$ cat src/rtl/sha256_message_digest_unit_macros.svh
// ----------------------------------------------------------------------------
// SHA-256 digest unit assertion macros
// Shared property wrappers for the concurrent checks of the digest unit.
// ----------------------------------------------------------------------------
`ifndef SHA256_MESSAGE_DIGEST_UNIT_MACROS_SVH
`define SHA256_MESSAGE_DIGEST_UNIT_MACROS_SVH

// Same-cycle implication, disabled while reset is asserted.
`define SMD_ASSERT_NOW(label, clk, rst_n, ante, cons) \
    label: assert property (@(posedge clk) disable iff (!(rst_n)) (ante) |-> (cons)) \
        else $error("sha256 digest unit: same-cycle check failed");

// Next-cycle implication, disabled while reset is asserted.
`define SMD_ASSERT_NEXT(label, clk, rst_n, ante, cons) \
    label: assert property (@(posedge clk) disable iff (!(rst_n)) (ante) |=> (cons)) \
        else $error("sha256 digest unit: next-cycle check failed");

`endif

$ cat src/rtl/sha256md_pkg.sv
// ----------------------------------------------------------------------------
// SHA-256 digest unit package
// Round constants, initial hash value and the SHA-256 sigma functions.
// ----------------------------------------------------------------------------
`default_nettype none

package sha256md_pkg;

    localparam int unsigned ROUNDS      = 64;
    localparam int unsigned BLOCK_BITS  = 512;
    localparam int unsigned LEN_START   = 56;

    typedef logic [31:0] t_word;

    localparam t_word ROUND_K [ROUNDS] = '{
        32'h428a2f98, 32'h71374491, 32'hb5c0fbcf, 32'he9b5dba5,
        32'h3956c25b, 32'h59f111f1, 32'h923f82a4, 32'hab1c5ed5,
        32'hd807aa98, 32'h12835b01, 32'h243185be, 32'h550c7dc3,
        32'h72be5d74, 32'h80deb1fe, 32'h9bdc06a7, 32'hc19bf174,
        32'he49b69c1, 32'hefbe4786, 32'h0fc19dc6, 32'h240ca1cc,
        32'h2de92c6f, 32'h4a7484aa, 32'h5cb0a9dc, 32'h76f988da,
        32'h983e5152, 32'ha831c66d, 32'hb00327c8, 32'hbf597fc7,
        32'hc6e00bf3, 32'hd5a79147, 32'h06ca6351, 32'h14292967,
        32'h27b70a85, 32'h2e1b2138, 32'h4d2c6dfc, 32'h53380d13,
        32'h650a7354, 32'h766a0abb, 32'h81c2c92e, 32'h92722c85,
        32'ha2bfe8a1, 32'ha81a664b, 32'hc24b8b70, 32'hc76c51a3,
        32'hd192e819, 32'hd6990624, 32'hf40e3585, 32'h106aa070,
        32'h19a4c116, 32'h1e376c08, 32'h2748774c, 32'h34b0bcb5,
        32'h391c0cb3, 32'h4ed8aa4a, 32'h5b9cca4f, 32'h682e6ff3,
        32'h748f82ee, 32'h78a5636f, 32'h84c87814, 32'h8cc70208,
        32'h90beffea, 32'ha4506ceb, 32'hbef9a3f7, 32'hc67178f2
    };

    localparam t_word INIT_HASH [8] = '{
        32'h6a09e667, 32'hbb67ae85, 32'h3c6ef372, 32'ha54ff53a,
        32'h510e527f, 32'h9b05688c, 32'h1f83d9ab, 32'h5be0cd19
    };

    localparam logic [7:0] PAD_MARK = 8'h80;

    function automatic t_word big_sigma0(input t_word x);
        return {x[1:0], x[31:2]} ^ {x[12:0], x[31:13]} ^ {x[21:0], x[31:22]};
    endfunction

    function automatic t_word big_sigma1(input t_word x);
        return {x[5:0], x[31:6]} ^ {x[10:0], x[31:11]} ^ {x[24:0], x[31:25]};
    endfunction

    function automatic t_word small_sigma0(input t_word x);
        return {x[6:0], x[31:7]} ^ {x[17:0], x[31:18]} ^ {3'b000, x[31:3]};
    endfunction

    function automatic t_word small_sigma1(input t_word x);
        return {x[16:0], x[31:17]} ^ {x[18:0], x[31:19]} ^ {10'b0, x[31:10]};
    endfunction

endpackage

`default_nettype wire

$ cat src/rtl/sha256_message_digest_unit.sv
// ----------------------------------------------------------------------------
// SHA-256 message digest unit
// Hashes a byte stream and returns the 256-bit digest as eight 32-bit words.
// ----------------------------------------------------------------------------
// The input channel takes one word per handshake: an optional message byte
// and a flag that closes the message. The output channel returns eight
// digest words, most significant first, with the last one flagged.
// A byte that does not complete a block is shifted into it. The 64th byte
// of a block starts a compression: 64 rounds on the single round unit, one
// round a cycle, then a fold into the chaining value; the input is not
// ready during the rounds and the fold.
// On the end flag the padding bytes are shifted in one a cycle, and the
// digest follows after the padding and one or two compressions. The eight
// words are then offered one a cycle; while the receiver stalls, the
// current word is held and no input is taken.
// After the last word is taken, the unit returns to the initial hash value.
// Reset clears the byte count and fill, loads the initial hash value and
// leaves the unit ready for a new message.
// ----------------------------------------------------------------------------
`default_nettype none

`include "sha256_message_digest_unit_macros.svh"

module sha256_message_digest_unit (
    input  wire logic        i_clk,
    input  wire logic        i_rst_n,
    input  wire logic        i_valid,
    output logic             o_ready,
    input  wire logic [7:0]  i_message_byte,
    input  wire logic        i_byte_present,
    input  wire logic        i_message_end,
    output logic             o_valid,
    input  wire logic        i_ready,
    output logic [31:0]      o_digest_word,
    output logic [2:0]       o_word_number,
    output logic             o_last_word
);

    localparam logic [2:0] S_IDLE  = 3'd0;
    localparam logic [2:0] S_PAD   = 3'd1;
    localparam logic [2:0] S_ROUND = 3'd2;
    localparam logic [2:0] S_FOLD  = 3'd3;
    localparam logic [2:0] S_OUT   = 3'd4;

    localparam int unsigned BB = sha256md_pkg::BLOCK_BITS;

    logic [2:0]                r_state, n_state;
    logic [2:0]                r_after, n_after;
    logic [BB-1:0]             r_blk, n_blk;
    logic [5:0]                r_fill, n_fill;
    logic [60:0]               r_count, n_count;
    logic [5:0]                r_rnd, n_rnd;
    logic [2:0]                r_idx, n_idx;
    logic                      r_mark, n_mark;
    logic                      r_lenblk, n_lenblk;
    sha256md_pkg::t_word       r_chain [8];
    sha256md_pkg::t_word       n_chain [8];
    sha256md_pkg::t_word       r_wv [8];
    sha256md_pkg::t_word       n_wv [8];

    sha256md_pkg::t_word       w0, w1, w9, w14, w_exp, w_cur, t1, t2;
    logic [63:0]               bit_len, len_shift;
    logic [7:0]                pad_byte;
    logic                      in_acc, out_acc;

    assign o_ready = (r_state == S_IDLE);
    assign o_valid = (r_state == S_OUT);
    assign in_acc  = i_valid && o_ready;
    assign out_acc = o_valid && i_ready;

    assign o_digest_word = r_chain[r_idx];
    assign o_word_number = r_idx;
    assign o_last_word   = (r_idx == 3'd7);

    assign w0  = r_blk[BB-1 -: 32];
    assign w1  = r_blk[BB-33 -: 32];
    assign w9  = r_blk[BB-289 -: 32];
    assign w14 = r_blk[BB-449 -: 32];

    assign w_exp = sha256md_pkg::small_sigma1(w14) + w9 + sha256md_pkg::small_sigma0(w1) + w0;
    assign w_cur = (r_rnd < 6'd16) ? w0 : w_exp;

    assign t1 = r_wv[7] + sha256md_pkg::big_sigma1(r_wv[4])
              + ((r_wv[4] & r_wv[5]) ^ (~r_wv[4] & r_wv[6]))
              + sha256md_pkg::ROUND_K[r_rnd] + w_cur;
    assign t2 = sha256md_pkg::big_sigma0(r_wv[0])
              + ((r_wv[0] & r_wv[1]) ^ (r_wv[0] & r_wv[2]) ^ (r_wv[1] & r_wv[2]));

    assign bit_len   = {r_count, 3'b000};
    assign len_shift = bit_len >> {~r_fill[2:0], 3'b000};

    always_comb begin
        if (!r_mark) begin
            pad_byte = sha256md_pkg::PAD_MARK;
        end else if (r_lenblk && (r_fill >= 6'(sha256md_pkg::LEN_START))) begin
            pad_byte = len_shift[7:0];
        end else begin
            pad_byte = 8'h00;
        end
    end

    always_comb begin
        n_state  = r_state;
        n_after  = r_after;
        n_blk    = r_blk;
        n_fill   = r_fill;
        n_count  = r_count;
        n_rnd    = r_rnd;
        n_idx    = r_idx;
        n_mark   = r_mark;
        n_lenblk = r_lenblk;
        n_chain  = r_chain;
        n_wv     = r_wv;
        case (r_state)
            S_IDLE: begin
                n_mark   = 1'b0;
                n_lenblk = 1'b0;
                if (in_acc) begin
                    if (i_byte_present) begin
                        n_blk   = {r_blk[BB-9:0], i_message_byte};
                        n_fill  = r_fill + 6'd1;
                        n_count = r_count + 61'd1;
                        if (r_fill == 6'd63) begin
                            n_state = S_ROUND;
                            n_rnd   = 6'd0;
                            n_wv    = r_chain;
                            n_after = i_message_end ? S_PAD : S_IDLE;
                        end else if (i_message_end) begin
                            n_state = S_PAD;
                        end
                    end else if (i_message_end) begin
                        n_state = S_PAD;
                    end
                end
            end
            S_PAD: begin
                n_blk  = {r_blk[BB-9:0], pad_byte};
                n_fill = r_fill + 6'd1;
                n_mark = 1'b1;
                if (!r_mark && (r_fill < 6'(sha256md_pkg::LEN_START))) begin
                    n_lenblk = 1'b1;
                end
                if (r_fill == 6'd63) begin
                    n_state = S_ROUND;
                    n_rnd   = 6'd0;
                    n_wv    = r_chain;
                    if (r_mark && r_lenblk) begin
                        n_after = S_OUT;
                    end else begin
                        n_after  = S_PAD;
                        n_lenblk = 1'b1;
                    end
                end
            end
            S_ROUND: begin
                n_blk   = {r_blk[BB-33:0], w_cur};
                n_wv[7] = r_wv[6];
                n_wv[6] = r_wv[5];
                n_wv[5] = r_wv[4];
                n_wv[4] = r_wv[3] + t1;
                n_wv[3] = r_wv[2];
                n_wv[2] = r_wv[1];
                n_wv[1] = r_wv[0];
                n_wv[0] = t1 + t2;
                n_rnd   = r_rnd + 6'd1;
                if (r_rnd == 6'(sha256md_pkg::ROUNDS - 1)) begin
                    n_state = S_FOLD;
                end
            end
            S_FOLD: begin
                for (int i = 0; i < 8; i++) begin
                    n_chain[i] = r_chain[i] + r_wv[i];
                end
                n_state = r_after;
                n_idx   = 3'd0;
            end
            S_OUT: begin
                if (out_acc) begin
                    n_idx = r_idx + 3'd1;
                    if (r_idx == 3'd7) begin
                        n_state = S_IDLE;
                        n_count = '0;
                        n_chain = sha256md_pkg::INIT_HASH;
                    end
                end
            end
            default: begin
                n_state = S_IDLE;
            end
        endcase
    end

    always_ff @(posedge i_clk) begin
        if (!i_rst_n) begin
            r_state  <= S_IDLE;
            r_after  <= S_IDLE;
            r_fill   <= '0;
            r_count  <= '0;
            r_rnd    <= '0;
            r_idx    <= '0;
            r_mark   <= 1'b0;
            r_lenblk <= 1'b0;
            r_chain  <= sha256md_pkg::INIT_HASH;
        end else begin
            r_state  <= n_state;
            r_after  <= n_after;
            r_fill   <= n_fill;
            r_count  <= n_count;
            r_rnd    <= n_rnd;
            r_idx    <= n_idx;
            r_mark   <= n_mark;
            r_lenblk <= n_lenblk;
            r_chain  <= n_chain;
        end
    end

    always_ff @(posedge i_clk) begin
        r_blk <= n_blk;
        r_wv  <= n_wv;
    end

    `SMD_ASSERT_NOW(a_one_side_busy, i_clk, i_rst_n, o_valid, !o_ready)
    `SMD_ASSERT_NOW(a_digest_on_block_edge, i_clk, i_rst_n, o_valid, r_fill == 6'd0)
    `SMD_ASSERT_NEXT(a_rounds_then_fold, i_clk, i_rst_n,
        (r_state == S_ROUND) && (r_rnd == 6'd63), r_state == S_FOLD)
    `SMD_ASSERT_NEXT(a_last_word_frees_input, i_clk, i_rst_n,
        out_acc && o_last_word, o_ready && !o_valid && (r_count == 61'd0))

endmodule

`default_nettype wire

$ cat config.mk
export PLATFORM = sky130hd
export DESIGN_NAME = sha256_message_digest_unit
export DESIGN_NICKNAME = d
export VERILOG_FILES = /design/src/rtl/sha256md_pkg.sv /design/src/rtl/sha256_message_digest_unit.sv
export VERILOG_INCLUDE_DIRS = /design/src /design/src/rtl
export SDC_FILE = /design/constraint.sdc
export NUM_CORES = 2
export LEC_CHECK = 0
export BUFFER_PORTS_ARGS = -buffer_cell sky130_fd_sc_hd__buf_2
export CORE_MARGIN = 10
export CORE_UTILIZATION = 55
export DETAILED_ROUTE_END_ITERATION = 16
export GPL_ROUTABILITY_DRIVEN = 0
export PLACE_DENSITY = 0.71
export SYNTH_ARGS = -nofsm -noshare
export SYNTH_HDL_FRONTEND = slang
export SYNTH_SLANG_ARGS = --single-unit
$ cat constraint.sdc
create_clock -name i_clk -period 102.1 [get_ports i_clk]
set_input_delay 25.525 -clock i_clk [delete_from_list [all_inputs] [get_ports i_clk]]
set_output_delay 25.525 -clock i_clk [all_outputs]
set_load 0.005 [all_outputs]
==> impl_results.md <==
- Die Span Y: roughly 390 um
- Final core occ: around 59%
- Synth Warn #: 0
- Share of the synthesized area in the top cell type: roughly 31%
- Worst EP arrival: roughly 3400 ps
- Root Buffer: clkbuf_16
- Post-synth EDFFs: ~770
- Critical path, cell by cell: buf_4 > mux4_2 > mux2_2 > buf_2
- Critical-path maximum fanout: 42
- IO Port Bufs: 51
- Max stage delay on crit path: roughly 740 ps
- Cts bufs inserted: 121
- Failing checks: max-capacitance violations, max-slew violations
- Slew Viols, Final: 3
- Setup crit start kind: flip-flop
- Slowest-stage cell, CP: buf_4
- Congestion Overflow GR: 0
- Final Hold Viols: 0
- Routed length per instance: about 22 um
- Initial antenna violation count: 1
- Nets: ~8800
- Worst vdd ir: between 10 and 15 uV
- Die ar.: between 0.15 and 0.2 mm^2
- Cell taking the most area after synthesis: edfxtp_1
- Crit share post-route: 28.3%
- Critical Path RT: 76580 ps
- DP Area: between 0.07 and 0.08 mm^2
- # Max-Cap Violations: 1
- Total core area: roughly 0.14 mm^2
- Synth Flop Type: edfxtp_1
- Post-synth ARST share: 0%
- CTS clk-pin slew, worst paths: roughly 60 ps
- Hold Path Class: reg2reg
- Post-CTS Setup Bufs: 0
- Io pins: 52
- Relative slew slack: -3.73%
- Kind of critical path: reg2out
- Setup tns final: 0 ps
- Total Routing Usage GR: ~29%
- Gate Count Post-Synth: approximately 8500
- Largest cells by area after synthesis: edfxtp_1 31%, nand2_1 12%, dfxtp_1 9.0%, ha_1 6.7%, fa_1 5.2%
- Via count: 61700
- CP delay by family, top: multiplexers
- Unrepaired setup endpoints after global routing: no
- Detailed Route WL: 223000 um
- Clock Latency Late Sink: a little under 800 ps
- DRC Markers: 0
- Clock sinks: around 1100
- Clock buffer depth: 3
- P per Cell Area: approximately 13 mW/mm^2
- Synthesis-to-finish area growth: 6.93%
- Worst Tran Pin Value: between 1500 and 2000 ps
- Fmax: between 30 and 40 MHz
- Synthesis-stage register bit count: roughly 1100
- CTS tree: built
- Vias per cell: between 6 and 7
- Mapped Nets: ~9100
- # resized after CTS: 0
- Die Wd: a little under 400 um
- CTS Hold Buffers Added: 0
- WP buf/inv: 2
- First-pass GRT wire length: roughly 340000 um
- Final setup vio count: 0
- 1st-iter DRT viols: around 7000
- Tmin final: 28870 ps
- Largest net degree at the start of global routing: 235
- Placed insts: between 9000 and 10000
- DRT Pass-1 Iters: 8
- H-tree depth reported by CTS: 3
- Outcome: finished, violations left
- Worst Setup End Kind: output port
- # fillers: approximately 12000
- Sequential-to-total area share from yosys stat: 39.6%
- Post-Synthesis Mean Instance Area: between 8 and 9 um^2
- Area of the multi-input gates: 0.0421 mm^2
- Antenna viol nets, final: 0
- Final Cell Area: around 0.081 mm^2
- P_leak: 0.0334 uW
- Site row count: approximately 140
- Post-synthesis cell type count: 96
- Share of cells above drive strength 1: 5.94%
- Dpl hpwl: approximately 160000 um
- Synth Cell Area: approximately 0.075 mm^2
- Skew final: around 48 ps
- Number of global-route vias before repair: 59800
- Non-Filler Instances: just over 10000
- Register area: approximately 0.03 mm^2
- Effective utilization at floorplan: between 50% and 60%
- Hold slack: around 500 ps
worst register-to-register path: cells and delay by family (launching register included):
kind	cells	cell delay (ps)
buffers and inverters	5	360
adder cells (fa/ha/maj)	10	3940
flip-flops	1	610
XOR/XNOR	5	1600
AND/OR/NAND/NOR	6	880
AO/OA/AOI/OAI	16	4330
report_power, final:
group          switching, uW  leakage (uW)  total [uW]  internal (uW)
combinational           62.2        0.0217         102           39.6
sequential              9.60       0.00973         506            496
clock                    188       0.00192         439            250
per-layer routing:
layer | global-route usage (%) | share of wire (%) | vias up
met1 | 36.6 | 39 | 29600
met3 | 4.89 | 8.9 | 614
met2 | 45.6 | 45 | 2842
met5 | 0 | 0 | -
met4 | 16.0 | 6.5 | 0
li1 | - | - | 28700
synth_stat cells, types with 24 or more instances:
| master | n |
|---|---|
| nand2_1 | 2312 |
| edfxtp_1 | 768 |
| o21ai_0 | 539 |
| clkbuf_1 | 434 |
| inv_1 | 421 |
| ha_1 | 404 |
| a21oi_1 | 400 |
| xnor2_1 | 374 |
| nor2_1 | 360 |
| dfxtp_1 | 339 |
| xor2_1 | 232 |
| fa_1 | 196 |
| a21o_1 | 173 |
| nand3_1 | 137 |
| nor3_1 | 101 |
| nor2b_1 | 93 |
| mux4_2 | 80 |
| nand2b_1 | 69 |
| mux2_2 | 66 |
| o21a_1 | 66 |
| and2_1 | 57 |
| o22ai_1 | 55 |
| a211oi_1 | 54 |
| and3_1 | 51 |
| a31oi_1 | 49 |
| buf_1 | 49 |
| or3_1 | 47 |
| a22oi_1 | 40 |
| o21bai_1 | 38 |
| o211ai_1 | 34 |
| a21boi_0 | 32 |
| mux2i_1 | 31 |
| nand4_1 | 31 |
| o31ai_1 | 31 |
| maj3_1 | 24 |
stage by stage:
stage | setup WS (ps) | power [uW]
after floorplan | 26820 | 615
final | 73230 | 1050
after global routing | 72980 | 1080
after CTS | 73110 | 1050
after global placement | 73650 | 611
after detailed placement | 73610 | 614
cells in the final DEF (no fill, tap or decap), types with 21 or more instances in the layout:
cell,synthesis,routed
a211oi_1,54,54
a21boi_0,32,31
a21o_1,173,173
a21oi_1,400,400
a22oi_1,40,40
a31oi_1,49,49
and2_1,57,56
and3_1,51,50
buf_2,2,50
buf_4,0,56
clkbuf_1,434,32
clkbuf_16,0,127
clkinv_1,3,22
dfxtp_1,339,332
edfxtp_1,768,768
fa_1,196,196
ha_1,404,404
inv_1,421,420
maj3_1,24,24
mux2_2,66,66
mux2i_1,31,30
mux4_2,80,80
nand2_1,2312,2310
nand2b_1,69,69
nand3_1,137,136
nand4_1,31,31
nor2_1,360,358
nor2b_1,93,93
nor3_1,101,101
o211ai_1,34,34
o21a_1,66,66
o21ai_0,539,537
o21bai_1,38,38
o22ai_1,55,55
o311ai_0,21,21
o31ai_1,31,31
or3_1,47,47
xnor2_1,374,374
xor2_1,232,232
final timing paths:
kind         depth (start not counted)  slack, ps           endpoint              from
min                                  2        510        r_count[24]       r_count[24]
max                                  4      73230  o_digest_word[12]  o_word_number[0]
max reg2reg                         42      90130          r_wv[254]         r_blk[43]
min reg2reg                          2        510        r_count[24]       r_count[24]
registers in the layout, summed over array words and instances (netlist names):
name           cells
r_after            2
r_chain          256
r_fill             6
r_blk            512
r_wv             256
r_rnd              6
r_mark             1
r_count           61
r_state            3
r_lenblk           1
o_word_number      3
cell type report:
type                       count  area share, %
sequential                  1107           37.1
clock inverter                59          0.646
multi-input combinational   6450           52.3
clock buffer                 167           4.23
timing repair buffer         113          0.996
antenna                        1        0.00311
tap                         1781           2.77
inverter                     424           1.99
cell families after synthesis:
| kind of cell | after synthesis | synth area share [%] |
|---|---|---|
| DFF | 1107 | 39.6 |
| AOI/OAI and AO/OA | 1694 | 14.0 |
| muxes | 178 | 3.82 |
| xor gates and xnor gates | 608 | 7.11 |
| and+or+nand+nor | 3346 | 18.7 |
| adders and majority gates | 624 | 12.2 |
| buffers and inverters | 909 | 4.53 |
Note: power is estimated with default switching activity, not from simulation.
